**config.mk**
```make
export PLATFORM = sky130hd
export DESIGN_NAME = pwm_duty_fade_engine
export DESIGN_NICKNAME = d
export VERILOG_FILES = /design/src/rtl/core/pdfe_pkg.sv /design/src/rtl/core/pwm_duty_fade_engine.sv /design/src/rtl/core/pdfe_div.sv /design/src/rtl/core/pdfe_dp.sv /design/src/rtl/core/pdfe_ctrl.sv
export SDC_FILE = /design/constraint.sdc
export NUM_CORES = 1
export LEC_CHECK = 0
export BUFFER_PORTS_ARGS = -buffer_cell sky130_fd_sc_hd__buf_4
export CORE_AREA = 2 2 165 167
export CTS_CLUSTER_SIZE = 16
export DETAILED_ROUTE_END_ITERATION = 8
export DIE_AREA = 0 0 167 169
export PLACE_DENSITY = 0.81
export SLEW_MARGIN = 0
export SYNTH_ARGS = -nofsm -noshare
export SYNTH_HDL_FRONTEND = slang
export SYNTH_SLANG_ARGS = --single-unit
```
**constraint.sdc**
```tcl
create_clock -name clock -period 9.7 [get_ports clock]
set_input_delay 0 -clock clock [delete_from_list [all_inputs] [get_ports clock]]
set_output_delay 0 -clock clock [all_outputs]
set_load 0.03 [all_outputs]
```
**src/rtl/core/pdfe_pkg.sv**
```systemverilog
// shared types and constants for the pwm duty fade engine
package pdfe_pkg;

   // field widths
   localparam int DUTY_W = 10;
   localparam int TICK_W = 16;

   // full-scale duty after reset
   localparam logic [DUTY_W-1:0] MAX_DUTY_RESET = 10'd1000;

   // request command codes
   localparam logic CMD_TICK = 1'b0;
   localparam logic CMD_MOVE = 1'b1;

   // request payload
   typedef struct packed {
      logic              cmd;
      logic [DUTY_W-1:0] target_duty;
      logic [TICK_W-1:0] fade_ticks;
   } req_type;

   // response payload
   typedef struct packed {
      logic [DUTY_W-1:0] duty;
      logic              fading;
      logic              fade_done;
   } rsp_type;

   // commands from controller to datapath
   typedef struct packed {
      logic capture;
      logic run_move;
      logic run_tick;
      logic apply_plan;
   } ctrl_cmd_type;

   // status from datapath to controller
   typedef struct packed {
      logic is_move;
      logic change_zero;
      logic div_last;
   } dp_status_type;

endpackage

```
**src/rtl/core/pwm_duty_fade_engine.sv**
```systemverilog
// pwm duty fade engine top level
//
// Request channel (req_valid, req_stall, req_data): a tick request advances
// the running fade by one tick; a move request clamps the duty and target to
// max_duty and plans a linear fade over fade_ticks ticks (zero counts as one).
// Response channel (rsp_valid, rsp_stall, rsp_data): exactly one response per
// request with the duty after it, whether a fade runs, and a done flag on the
// tick that applied the closing step.
// Register port (csr_valid, csr_ready, csr_data): writes max_duty; always ready.
// Sequencing: a tick, or a move that changes nothing, is answered from the
// execute state once the output register is free; a move that starts a fade
// first waits for the serial divider that plans the step size or pace.
// One request is worked at a time; the next request is taken the cycle after
// the response is loaded.
// A stalled response holds in the output register while the next request is
// taken; that request then waits until the output register frees.
// Reset clears the duty and fade state and sets max_duty to 1000.
module pwm_duty_fade_engine (
   input  logic                         clock,
   input  logic                         reset,
   input  logic                         req_valid,
   output logic                         req_stall,
   input  pdfe_pkg::req_type            req_data,
   output logic                         rsp_valid,
   input  logic                         rsp_stall,
   output pdfe_pkg::rsp_type            rsp_data,
   input  logic                         csr_valid,
   output logic                         csr_ready,
   input  logic [pdfe_pkg::DUTY_W-1:0]  csr_data
);

   pdfe_pkg::ctrl_cmd_type  cmd;
   pdfe_pkg::dp_status_type status;

   assign csr_ready = 1'b1;

   pdfe_ctrl u_ctrl (
      .clock     (clock),
      .reset     (reset),
      .req_valid (req_valid),
      .req_stall (req_stall),
      .rsp_valid (rsp_valid),
      .rsp_stall (rsp_stall),
      .status    (status),
      .cmd       (cmd)
   );

   pdfe_dp u_dp (
      .clock    (clock),
      .reset    (reset),
      .csr_we   (csr_valid && csr_ready),
      .csr_data (csr_data),
      .req_data (req_data),
      .cmd      (cmd),
      .status   (status),
      .rsp_data (rsp_data)
   );

endmodule

```
**src/rtl/core/pdfe_div.sv**
```systemverilog
// serial restoring divider, one quotient bit per cycle
module pdfe_div (
   input  logic                         clock,
   input  logic                         reset,
   input  logic                         start,
   input  logic [pdfe_pkg::TICK_W-1:0]  dividend,
   input  logic [pdfe_pkg::TICK_W-1:0]  divisor,
   output logic [pdfe_pkg::TICK_W-1:0]  quotient,
   output logic [pdfe_pkg::TICK_W-1:0]  remainder,
   output logic                         last
);

   localparam int W     = pdfe_pkg::TICK_W;
   localparam int CNT_W = $clog2(W);
   localparam logic [CNT_W-1:0] CNT_LAST = CNT_W'(W - 1);

   logic             running_ff, running_in;
   logic [CNT_W-1:0] count_ff, count_in;
   logic [W-1:0]     quo_ff, quo_in;
   logic [W-1:0]     rem_ff, rem_in;
   logic [W-1:0]     dsr_ff, dsr_in;
   logic [W:0]       rem_shift;
   logic [W:0]       rem_trial;

   // one shift and trial subtract per cycle
   always_comb begin
      rem_shift  = {rem_ff, quo_ff[W-1]};
      rem_trial  = rem_shift - {1'b0, dsr_ff};
      running_in = running_ff;
      count_in   = count_ff;
      quo_in     = quo_ff;
      rem_in     = rem_ff;
      dsr_in     = dsr_ff;
      if (start) begin
         running_in = 1'b1;
         count_in   = '0;
         quo_in     = dividend;
         rem_in     = '0;
         dsr_in     = divisor;
      end else if (running_ff) begin
         if (rem_shift >= {1'b0, dsr_ff}) begin
            rem_in = rem_trial[W-1:0];
            quo_in = {quo_ff[W-2:0], 1'b1};
         end else begin
            rem_in = rem_shift[W-1:0];
            quo_in = {quo_ff[W-2:0], 1'b0};
         end
         count_in = count_ff + 1'b1;
         if (count_ff == CNT_LAST) begin
            running_in = 1'b0;
         end
      end
   end

   // control registers
   always_ff @(posedge clock) begin
      if (reset) begin
         running_ff <= 1'b0;
         count_ff   <= '0;
      end else begin
         running_ff <= running_in;
         count_ff   <= count_in;
      end
   end

   // operand registers
   always_ff @(posedge clock) begin
      quo_ff <= quo_in;
      rem_ff <= rem_in;
      dsr_ff <= dsr_in;
   end

   assign quotient  = quo_ff;
   assign remainder = rem_ff;
   assign last      = running_ff && (count_ff == CNT_LAST);

endmodule

```
**src/rtl/core/pdfe_dp.sv**
```systemverilog
// fade datapath: fade state, move planning, tick stepping and response register
module pdfe_dp (
   input  logic                         clock,
   input  logic                         reset,
   input  logic                         csr_we,
   input  logic [pdfe_pkg::DUTY_W-1:0]  csr_data,
   input  pdfe_pkg::req_type            req_data,
   input  pdfe_pkg::ctrl_cmd_type       cmd,
   output pdfe_pkg::dp_status_type      status,
   output pdfe_pkg::rsp_type            rsp_data
);

   localparam int DW = pdfe_pkg::DUTY_W;
   localparam int TW = pdfe_pkg::TICK_W;

   // held request
   pdfe_pkg::req_type req_ff;
   pdfe_pkg::rsp_type rsp_ff, rsp_in;

   logic [DW-1:0] max_duty_ff;

   // fade state
   logic [DW-1:0] duty_now_ff, duty_now_in;
   logic          fade_active_ff, fade_active_in;
   logic          going_up_ff, going_up_in;
   logic [DW-1:0] step_size_ff, step_size_in;
   logic [DW-1:0] step_p2_ff, step_p2_in;
   logic [DW-1:0] final_step_ff, final_step_in;
   logic [TW-1:0] ticks_left_ff, ticks_left_in;
   logic [TW-1:0] ticks_p2_ff, ticks_p2_in;
   logic [TW-1:0] pace_count_ff, pace_count_in;
   logic [TW-1:0] pace_reload_ff, pace_reload_in;
   logic [DW-1:0] steps_left_ff, steps_left_in;

   // move plan operands
   logic [DW-1:0] change_ff, change_in;
   logic [TW-1:0] fade_ff, fade_in;
   logic          fast_ff, fast_in;

   logic [DW-1:0] cur_clamp, tgt_clamp, change_w;
   logic [TW-1:0] fade_w, dividend, divisor, quotient, remainder;
   logic          up_w, fast_w, div_start, div_last;
   logic [DW-1:0] step_pick, duty_stepped;

   // clamp and measure the requested move
   always_comb begin
      cur_clamp = (duty_now_ff > max_duty_ff) ? max_duty_ff : duty_now_ff;
      tgt_clamp = (req_ff.target_duty > max_duty_ff) ? max_duty_ff : req_ff.target_duty;
      up_w      = tgt_clamp >= cur_clamp;
      change_w  = up_w ? (tgt_clamp - cur_clamp) : (cur_clamp - tgt_clamp);
      fade_w    = (req_ff.fade_ticks == '0) ? TW'(1) : req_ff.fade_ticks;
      fast_w    = {{(TW-DW){1'b0}}, change_w} >= fade_w;
      dividend  = fast_w ? {{(TW-DW){1'b0}}, change_w} : fade_w;
      divisor   = fast_w ? fade_w : {{(TW-DW){1'b0}}, change_w};
   end

   pdfe_div u_div (
      .clock     (clock),
      .reset     (reset),
      .start     (div_start),
      .dividend  (dividend),
      .divisor   (divisor),
      .quotient  (quotient),
      .remainder (remainder),
      .last      (div_last)
   );

   // step applied by a tick: the closing step once the tick count is spent
   always_comb begin
      step_pick    = (ticks_left_ff != '0) ? step_size_ff : final_step_ff;
      duty_stepped = going_up_ff ? (duty_now_ff + step_pick) : (duty_now_ff - step_pick);
   end

   // next state per command
   always_comb begin
      duty_now_in    = duty_now_ff;
      fade_active_in = fade_active_ff;
      going_up_in    = going_up_ff;
      step_size_in   = step_size_ff;
      step_p2_in     = step_p2_ff;
      final_step_in  = final_step_ff;
      ticks_left_in  = ticks_left_ff;
      ticks_p2_in    = ticks_p2_ff;
      pace_count_in  = pace_count_ff;
      pace_reload_in = pace_reload_ff;
      steps_left_in  = steps_left_ff;
      change_in      = change_ff;
      fade_in        = fade_ff;
      fast_in        = fast_ff;
      rsp_in         = rsp_ff;
      div_start      = 1'b0;
      priority if (cmd.run_move) begin
         // drop any fade and set up a new one from the clamped duty
         duty_now_in    = cur_clamp;
         going_up_in    = up_w;
         change_in      = change_w;
         fade_in        = fade_w;
         fast_in        = fast_w;
         fade_active_in = 1'b0;
         step_size_in   = '0;
         step_p2_in     = '0;
         final_step_in  = '0;
         ticks_left_in  = '0;
         ticks_p2_in    = '0;
         pace_count_in  = '0;
         pace_reload_in = '0;
         steps_left_in  = '0;
         if (change_w == '0) begin
            rsp_in = '{duty: cur_clamp, fading: 1'b0, fade_done: 1'b0};
         end else begin
            div_start = 1'b1;
         end
      end else if (cmd.apply_plan) begin
         fade_active_in = 1'b1;
         if (fast_ff) begin
            step_p2_in    = quotient[DW-1:0];
            final_step_in = quotient[DW-1:0];
            if (remainder == '0) begin
               step_size_in  = quotient[DW-1:0];
               ticks_left_in = fade_ff - 1'b1;
               ticks_p2_in   = '0;
            end else begin
               step_size_in  = quotient[DW-1:0] + 1'b1;
               ticks_left_in = remainder;
               ticks_p2_in   = fade_ff - remainder;
            end
         end else begin
            // slow fade: unit steps paced by fade/change ticks
            step_size_in   = DW'(1);
            pace_reload_in = quotient;
            pace_count_in  = quotient;
            steps_left_in  = change_ff;
            ticks_left_in  = fade_ff - remainder;
         end
         rsp_in = '{duty: duty_now_ff, fading: 1'b1, fade_done: 1'b0};
      end else if (cmd.run_tick) begin
         rsp_in = '{duty: duty_now_ff, fading: fade_active_ff, fade_done: 1'b0};
         if (fade_active_ff) begin
            if (ticks_left_ff != '0) begin
               ticks_left_in = ticks_left_ff - 1'b1;
               if (pace_count_ff > TW'(1)) begin
                  pace_count_in = pace_count_ff - 1'b1;
               end else begin
                  if (steps_left_ff != '0) begin
                     steps_left_in = steps_left_ff - 1'b1;
                     pace_count_in = pace_reload_ff;
                  end
                  duty_now_in = duty_stepped;
                  rsp_in.duty = duty_stepped;
                  // switch to the quotient step after the remainder ticks
                  if ((ticks_left_ff == TW'(1)) && (ticks_p2_ff != '0)) begin
                     ticks_left_in = ticks_p2_ff - 1'b1;
                     step_size_in  = step_p2_ff;
                     ticks_p2_in   = '0;
                  end
               end
            end else begin
               // closing tick
               pace_count_in  = '0;
               pace_reload_in = '0;
               steps_left_in  = '0;
               duty_now_in    = duty_stepped;
               fade_active_in = 1'b0;
               rsp_in         = '{duty: duty_stepped, fading: 1'b0, fade_done: 1'b1};
            end
         end
      end else begin
         // no command: everything holds
         div_start = 1'b0;
      end
   end

   // fade state registers
   always_ff @(posedge clock) begin
      if (reset) begin
         max_duty_ff    <= pdfe_pkg::MAX_DUTY_RESET;
         duty_now_ff    <= '0;
         fade_active_ff <= 1'b0;
         going_up_ff    <= 1'b0;
         step_size_ff   <= '0;
         step_p2_ff     <= '0;
         final_step_ff  <= '0;
         ticks_left_ff  <= '0;
         ticks_p2_ff    <= '0;
         pace_count_ff  <= '0;
         pace_reload_ff <= '0;
         steps_left_ff  <= '0;
      end else begin
         if (csr_we) begin
            max_duty_ff <= csr_data;
         end
         duty_now_ff    <= duty_now_in;
         fade_active_ff <= fade_active_in;
         going_up_ff    <= going_up_in;
         step_size_ff   <= step_size_in;
         step_p2_ff     <= step_p2_in;
         final_step_ff  <= final_step_in;
         ticks_left_ff  <= ticks_left_in;
         ticks_p2_ff    <= ticks_p2_in;
         pace_count_ff  <= pace_count_in;
         pace_reload_ff <= pace_reload_in;
         steps_left_ff  <= steps_left_in;
      end
   end

   // payload registers
   always_ff @(posedge clock) begin
      if (cmd.capture) begin
         req_ff <= req_data;
      end
      change_ff <= change_in;
      fade_ff   <= fade_in;
      fast_ff   <= fast_in;
      rsp_ff    <= rsp_in;
   end

   assign status.is_move     = req_ff.cmd == pdfe_pkg::CMD_MOVE;
   assign status.change_zero = change_w == '0;
   assign status.div_last    = div_last;
   assign rsp_data           = rsp_ff;

endmodule

```
**src/rtl/core/pdfe_ctrl.sv**
```systemverilog
// controller: request sequencing, divide wait and response handshake
module pdfe_ctrl (
   input  logic                     clock,
   input  logic                     reset,
   input  logic                     req_valid,
   output logic                     req_stall,
   output logic                     rsp_valid,
   input  logic                     rsp_stall,
   input  pdfe_pkg::dp_status_type  status,
   output pdfe_pkg::ctrl_cmd_type   cmd
);

   typedef enum logic [3:0] {
      ST_IDLE = 4'b0001,
      ST_EXEC = 4'b0010,
      ST_DIV  = 4'b0100,
      ST_FIN  = 4'b1000
   } state_type;

   state_type state_ff, state_in;
   logic      rsp_valid_ff, rsp_valid_in;
   logic      out_free, out_load;

   // output register can take a new response
   assign out_free = !rsp_valid_ff || !rsp_stall;

   // sequencing
   always_comb begin
      state_in = state_ff;
      cmd      = '0;
      out_load = 1'b0;
      unique case (state_ff)
         ST_IDLE: begin
            if (req_valid) begin
               cmd.capture = 1'b1;
               state_in    = ST_EXEC;
            end
         end
         ST_EXEC: begin
            if (status.is_move && !status.change_zero) begin
               cmd.run_move = 1'b1;
               state_in     = ST_DIV;
            end else if (out_free) begin
               cmd.run_move = status.is_move;
               cmd.run_tick = !status.is_move;
               out_load     = 1'b1;
               state_in     = ST_IDLE;
            end
         end
         ST_DIV: begin
            if (status.div_last) begin
               state_in = ST_FIN;
            end
         end
         ST_FIN: begin
            if (out_free) begin
               cmd.apply_plan = 1'b1;
               out_load       = 1'b1;
               state_in       = ST_IDLE;
            end
         end
         default: begin
            state_in = ST_IDLE;
         end
      endcase
   end

   // response valid
   always_comb begin
      priority if (out_load) begin
         rsp_valid_in = 1'b1;
      end else if (!rsp_stall) begin
         rsp_valid_in = 1'b0;
      end else begin
         rsp_valid_in = rsp_valid_ff;
      end
   end

   always_ff @(posedge clock) begin
      if (reset) begin
         state_ff     <= ST_IDLE;
         rsp_valid_ff <= 1'b0;
      end else begin
         state_ff     <= state_in;
         rsp_valid_ff <= rsp_valid_in;
      end
   end

   assign req_stall = state_ff != ST_IDLE;
   assign rsp_valid = rsp_valid_ff;

endmodule

```
Yosys cells after proc, flatten, opt, wreduce, memory -nomap -nowiden

Index checks and enable logic that the tools add are counted.

Input bits: 42
Bits in registers: 240
Output and inout port bits: 15

Reduce and logical (&&, ||, !) cells: 34
$lt $le $gt $ge: 6
Muxes and demuxes: 92
Eq/ne operators: 19
$add $sub $neg: 13

Operators with widths:

| cell                                                                  | number |
|---|---|
| 16-bit two-way mux                                                    | 32 |
| 10-bit two-way mux                                                    | 27 |
| 16-bit by 1-bit subtractor with 16-bit output, second input constant  | 4 |
| 12-bit two-way mux                                                    | 5 |
| 16-bit logical NOT                                                    | 2 |
| 16-bit nonzero test                                                   | 2 |
| 16-bit subtractor                                                     | 2 |
| 10-bit subtractor                                                     | 3 |
| 10-bit > comparator                                                   | 2 |
| 1-bit two-way mux                                                     | 19 |
| 17-bit by 16-bit greater-or-equal comparator with 1-bit output        | 1 |
| 16-bit by 1-bit == test with 1-bit output, second input constant      | 1 |
| 10-bit by 16-bit greater-or-equal comparator with 1-bit output        | 1 |
| 16-bit by 1-bit > comparator with 1-bit output, second input constant | 1 |
| 4-bit two-way mux                                                     | 4 |
| 4-bit one-hot mux with 4 select lines                                 | 1 |
| 2-bit nonzero test                                                    | 7 |
| 10-bit by 1-bit adder with 10-bit output, second input constant       | 1 |
| 10-bit adder                                                          | 1 |
| 10-bit greater-or-equal comparator                                    | 1 |
| 10-bit logical NOT                                                    | 1 |
| 2-bit by 1-bit != test with 1-bit output, second input constant       | 5 |
| 5-bit AND reduction                                                   | 2 |
| 10-bit nonzero test                                                   | 1 |
| 21 further kinds                                                      | 38 |

Depth between registers and ports, before layout

Word-level depth: 12
Gate-level depth with buffers: 34
Mapped depth without buffers: 32

Modules after synthesis

Synthesis repeated with hierarchy kept, for this count alone.

Cells, all modules: 1844
Area, all modules: 16039.1 um^2

By module, submodules not included:

| module               | cells an instance | instances | area an instance (um^2) |
|---|---|---|---|
| pdfe_dp              | 1490              | 1         | 12538.3 |
| pdfe_div             | 301               | 1         | 3119.2 |
| pdfe_ctrl            | 51                | 1         | 370.4 |
| pwm_duty_fade_engine | 2                 | 1         | 11.3 |

Least setup slack after synthesis

OpenSTA, ideal clock, no wires.

Path type: register to register
From: register u_dp.max_duty_ff[5]
To: register u_dp.u_div.quo_ff[6] (netlist: u_dp.u_div.quotient[6]) (data pin)
Slack: 2.933 ns
Data required time: 9.432 ns
Setup time: 0.268 ns
Clock period less this slack: 6.767 ns
Arrival time: 6.500 ns
Buffers on the path: 2
Stages on the path, launching flop included: 33
Path through: dfxtp_1 > inv_1 > ha_1 > a21oi_1 > o21ai_1 > a2111oi_2 > nor2_1 > o21ai_0 > ha_1 > inv_1 > fa_1 > a21o_1 > a21oi_1 > nand3b_1 > a31oi_1 > o21ai_1 > nand2_1 > mux2_2 > ha_1 > a21o_1 > a21o_1 > a21o_1 > a21o_1 > a21o_1 > a21o_1 > a21o_1 > a21o_1 > a21oi_1 > nor2b_1 > clkbuf_1 > buf_1 > mux2i_1 > o21ai_0

Longest elaborated chain between the ends: 11
Elaborated cells on any way between the ends: 18

Ends and longest elaborated chain:

| item                                                                                                                   | RTL line                     | RTL |
|---|---|---|
| start, declared                                                                                                        | pdfe_dp.sv:20                | `logic [DW-1:0] max_duty_ff;` |
| start signal, assigned                                                                                                 | pdfe_dp.sv:176               | `max_duty_ff <= pdfe_pkg::MAX_DUTY_RESET;` |
| start signal, assigned                                                                                                 | pdfe_dp.sv:190               | `max_duty_ff <= csr_data;` |
| 10-bit > comparator (on tied branches)                                                                                 | pdfe_dp.sv:47, pdfe_dp.sv:48 |  |
| 10-bit two-way mux (on tied branches)                                                                                  | pdfe_dp.sv:47, pdfe_dp.sv:48 |  |
| 10-bit subtractor / 10-bit greater-or-equal comparator (equally long branches)                                         | pdfe_dp.sv:50, pdfe_dp.sv:49 |  |
| 10-bit two-way mux *                                                                                                   | pdfe_dp.sv:50                | `change_w = up_w ? (tgt_clamp - cur_clamp) : (cur_clamp - tgt_clamp);` |
| net u_dp.change_w[1]                                                                                                   | pdfe_dp.sv:40                | `logic [DW-1:0] cur_clamp, tgt_clamp, change_w;` |
| parallel branches: the longest is 6 deep, another holds 10-bit by 16-bit greater-or-equal comparator with 1-bit output | n/a                          |  |
| 16-bit two-way mux *                                                                                                   | pdfe_div.sv:34               | `if (start) begin` |
| net u_dp.u_div.quo_in[6]                                                                                               | pdfe_div.sv:19               | `logic [W-1:0] quo_ff, quo_in;` |
| end signal, assigned                                                                                                   | pdfe_div.sv:68               | `quo_ff <= quo_in;` |
| end, declared                                                                                                          | pdfe_div.sv:19               |  |

Mark *: on every way through the listed nets, which the timed path passes.
A chain may end at the register's enable or synchronous reset.

Worst setup path after layout

From: register u_dp.max_duty_ff[8]
To: register u_dp.u_div.quo_ff[2] (netlist: u_dp.u_div.quotient[2]) (data pin)

Same word-level chain as after synthesis.

==> results.txt <==
- Startpoint types: register
- Cts bufs inserted: 27
- Static Leakage: 6.83 nW
- The floorplan has 60 rows.
- Category of the worst setup path capture point: register
* Cell area after synthesis: 0.0153 mm2
- Number of gates resized after CTS: 0
* Final cycle utilization of the critical path: 78.4%
- The die is 167 um wide.
- Count of flip-flops with a built-in enable after synthesis: 98
- Share of synthesized area occupied by flip-flops and latches: 37.7%
- Required @ worst endpoint: 9980 ps
- The via count of the first global-routing pass came to 13000.
* Longest individual stage delay on the worst path: 740 ps
* Drt first-iter violations: 1342
- Of the cells placed in the final design, the portion with a size suffix greater than 1 is 8.54%.
- Counting stages on the worst path, the most repeated cell is sky130_fd_sc_hd__a21o_1.
- Dividing total power by cell area gives a power density of 178 mW/mm2.
- The path class of the tightest hold or removal check is in2reg.
* YS warnings: 0
* Synth unique cells: 76
- Setup TNS after final layout: 0 ps
- The worst setup path is of the reg2reg kind.
- Setup violations remaining at the end of the flow were counted as 0.
- Wire length of the first global-routing pass: 65900 um
- Layout Area Growth over Synthesis: 13.1%
- The count of nets left with antenna violations once routing finished came out at 0.
- The HPWL after detailed placement is 28800 um.
- 0 antenna diodes ended up in the layout.
* Cells after Synth: 1780
* Worst R2R Setup Slack: 2090 ps
- In the routed layout, each cell is associated on average with a via count of 6.28.
* Count of pins on the block boundary: 57
* Vert. Die Dim: 169 um
- After detailed placement, the design holds a cell count of 2094.
- Most used DFF post-synth: sky130_fd_sc_hd__dfxtp_1
- Max Clock Skew: 25.4 ps
* Buffer levels on the longest clock path: 3
- For the worst flop-to-flop path, the logic depth is 32.
- Maximum fanout encountered on the critical timing path: 28
- Worst Hold Launch: req_data[24]
* Most area-consuming cells after synthesis: sky130_fd_sc_hd__edfxtp_1 (19%), sky130_fd_sc_hd__dfxtp_1 (19%), sky130_fd_sc_hd__ha_1 (8.0%)
- Measured slew at the worst slew-check pin: 1310 ps
- # clock sinks: 240
* DR pass1 iterations: 5
- By instance count, the leading cell after synthesis is sky130_fd_sc_hd__nor2_1.
* Worst hold stages: 2
- Final RePlAce weighted congestion: 0.968
- Antenna violations before repair: 0
* Final critical delay including setup and external delays: 7610 ps
* Count of vias placed by the detailed router: 13800
* CTS tree: built
* Routed wire length: 41300 um
* Cell with the largest stage delay on the worst path: sky130_fd_sc_hd__nor2_1
- In the routed design, unresolved DRC markers number 0.
- Clock tree root buffer cell: sky130_fd_sc_hd__clkbuf_16
* Number of pins exceeding their max-slew limit in the final report: 0
- At the later pin of the worst-skew pair, clock insertion delay measures 550 ps.
- In this run the biggest area consumer among cell types represents 19.2% of the synthesized area.
- Max-cap violations in this run came to 0.
- Die area: 0.0282 mm2
* Non-filler cells in the finished layout: 2203
* Worst flop-to-flop path endpoint: u_dp.u_div.quotient[2]$_DFFE_PP_
- Final number of hold-violating endpoints: 0
- Post-layout nets: 1987
- Library cell occupying the most area in the post-synthesis netlist: sky130_fd_sc_hd__edfxtp_1
- Crit path arrival time: 7890 ps
* Post-synth top cells: sky130_fd_sc_hd__nor2_1 (204), sky130_fd_sc_hd__nand2_1 (154), sky130_fd_sc_hd__a21oi_1 (144)
- Async S/R FF share, synth: 0%
- Across the VDD grid, the largest voltage drop is 0.151 mV.
* Reg2reg start: u_dp.max_duty_ff[8]$_SDFFE_PP1P_
- Global routing used 28.5% of the available tracks across all layers.
- Starting density of the core: 57.9%
- Entering global routing, the biggest net connects 96 pins.
* Slew Limit Headroom: 12.8%
* Worst Hold Path EP: u_dp.req_ff[24]$_DFFE_PP_
* Flops & latches, synth: 240
- Based on the critical path, the design can be clocked at up to 131 MHz.
- Drt wl/cell: 18.7 um
- Status: finished clean
- In this run the number of H-tree levels came out at 1.
* Syn Area/Cell: 8.62 um2
- After floorplanning, the core was sized to cover 0.0265 mm2.
- Setup repair after global routing left no endpoint under its margin.
- CTS clk-pin slew, worst paths: 60 ps
- Input and output buffers added on the ports amount to 55.
- Residual overflow from global routing: 0
[layout by cell type, fill, tap and decap left out, types with 24 or more instances in the layout]
cell,synthesis,layout
sky130_fd_sc_hd__nor2_1,204,203
sky130_fd_sc_hd__nand2_1,154,153
sky130_fd_sc_hd__a21oi_1,144,144
sky130_fd_sc_hd__dfxtp_1,142,142
sky130_fd_sc_hd__o21ai_0,111,111
sky130_fd_sc_hd__inv_1,105,105
sky130_fd_sc_hd__ha_1,98,98
sky130_fd_sc_hd__edfxtp_1,98,98
sky130_fd_sc_hd__buf_4,3,66
sky130_fd_sc_hd__xnor2_1,63,63
sky130_fd_sc_hd__dlygate4sd3_1,0,60
sky130_fd_sc_hd__a211oi_1,52,51
sky130_fd_sc_hd__nor3_1,45,45
sky130_fd_sc_hd__a22oi_1,43,43
sky130_fd_sc_hd__xor2_1,41,41
sky130_fd_sc_hd__mux2i_1,39,39
sky130_fd_sc_hd__o211ai_1,29,29
sky130_fd_sc_hd__clkbuf_16,0,28
sky130_fd_sc_hd__a21o_1,24,24
[metal layers]
| layer | global-route usage, % | wire [um] |
|---|---|---|
| met5 | 0 | 0 |
| met1 | 38.4 | 17300 |
| met2 | 45.2 | 18700 |
| met4 | 13.2 | 1990 |
| met3 | 4.72 | 3260 |
[area by class of cell]
type / instances / area (um2)
Fill cell: 2091 / 9150
Multi-Input combinational cell: 1339 / 8770
Sequential cell: 240 / 5790
Timing Repair Buffer: 126 / 1100
Clock buffer: 33 / 759
Tap cell: 341 / 427
Inverter: 108 / 405
Clock inverter: 16 / 114
[power breakdown]
part	internal [mW]	switching [mW]	total, mW
Combinational	0.367	0.524	0.890
Clock	0.581	0.419	1.00
Sequential	1.11	0.0841	1.20
[cells by family after synthesis]
logic type | Yosys count | share of synthesized area [%]
adders and majority gates | 104 | 8.71
and+or+nand+nor | 544 | 16.1
DFF | 240 | 37.7
buffers and inverters | 206 | 5.45
muxes | 61 | 4.16
other | 2 | 0.0489
xor gates and xnor gates | 105 | 6.04
AOI/OAI and AO/OA | 518 | 21.8
[how the worst max path moves through the flow]
stage,from,endpoint,slack [ps],cells after the start
after floorplan,u_dp.max_duty_ff[5]$_SDFFE_PP1P_,u_dp.u_div.quotient[6]$_DFFE_PP_,2930,32
after global placement,u_dp.max_duty_ff[2]$_SDFFE_PP0P_,u_dp.u_div.dsr_ff[2]$_DFFE_PP_,2530,27
after detailed placement,u_dp.max_duty_ff[8]$_SDFFE_PP1P_,u_dp.u_div.quotient[9]$_DFFE_PP_,2240,32
after CTS,u_dp.max_duty_ff[8]$_SDFFE_PP1P_,u_dp.u_div.quotient[2]$_DFFE_PP_,2250,32
after global routing,u_dp.max_duty_ff[8]$_SDFFE_PP1P_,u_dp.rsp_data[1]$_SDFFCE_PP0P_,1580,24
final,u_dp.max_duty_ff[8]$_SDFFE_PP1P_,u_dp.u_div.quotient[2]$_DFFE_PP_,2090,32
[stage by stage]
step | cell area [um2] | worst slack (ps) | power, mW | utilization [%] | hold WS (ps)
3_5_place_dp | 15900 | 2240 | 2.05 | 59.9 | 179
2_1_floorplan | 15400 | 2930 | 1.85 | - | 98.9
5_1_grt | 17400 | 1580 | 3.25 | 65.5 | 160
6_report | 17400 | 2090 | 3.09 | 65.5 | 165
4_1_cts | 17400 | 2250 | 3.07 | 65.5 | 147
3_3_place_gp | 15900 | 2530 | 2.03 | 59.9 | 178
[sequential cells by signal (all words and copies together), names as in the netlist, 4 cells and up]
| register | flops |
|---|---|
| u_dp.step_size_ff | 10 |
| u_dp.ticks_left_ff | 16 |
| u_dp.u_div.count_ff | 4 |
| u_dp.fade_ff | 16 |
| u_ctrl.state_ff | 4 |
| u_dp.req_ff | 26 |
| u_dp.duty_now_ff | 10 |
| u_dp.rsp_data | 12 |
| u_dp.steps_left_ff | 10 |
| u_dp.u_div.quotient | 16 |
| u_dp.u_div.remainder | 16 |
| u_dp.pace_count_ff | 16 |
| u_dp.change_ff | 10 |
| u_dp.pace_reload_ff | 16 |
| u_dp.step_p2_ff | 10 |
| u_dp.max_duty_ff | 10 |
| u_dp.u_div.dsr_ff | 16 |
| u_dp.ticks_p2_ff | 16 |
[critical path: cells and delay by family (launching register included)]
family | cells | cell delay, ps
mux | 2 | 340
flops | 1 | 360
fa+ha+maj | 4 | 1230
xor+xnor | 1 | 420
simple gates | 5 | 1430
compound gates | 16 | 3040
buf+inv | 4 | 500
[repair_timing]
| action | 4_1_cts | 5_1_grt |
|---|---|---|
| setup buffers | 0 | 0 |
| hold buffers | 60 | 0 |
| hold endpoints to repair | 52 | 0 |
No activity file was read; power rests on OpenSTA's default activity.
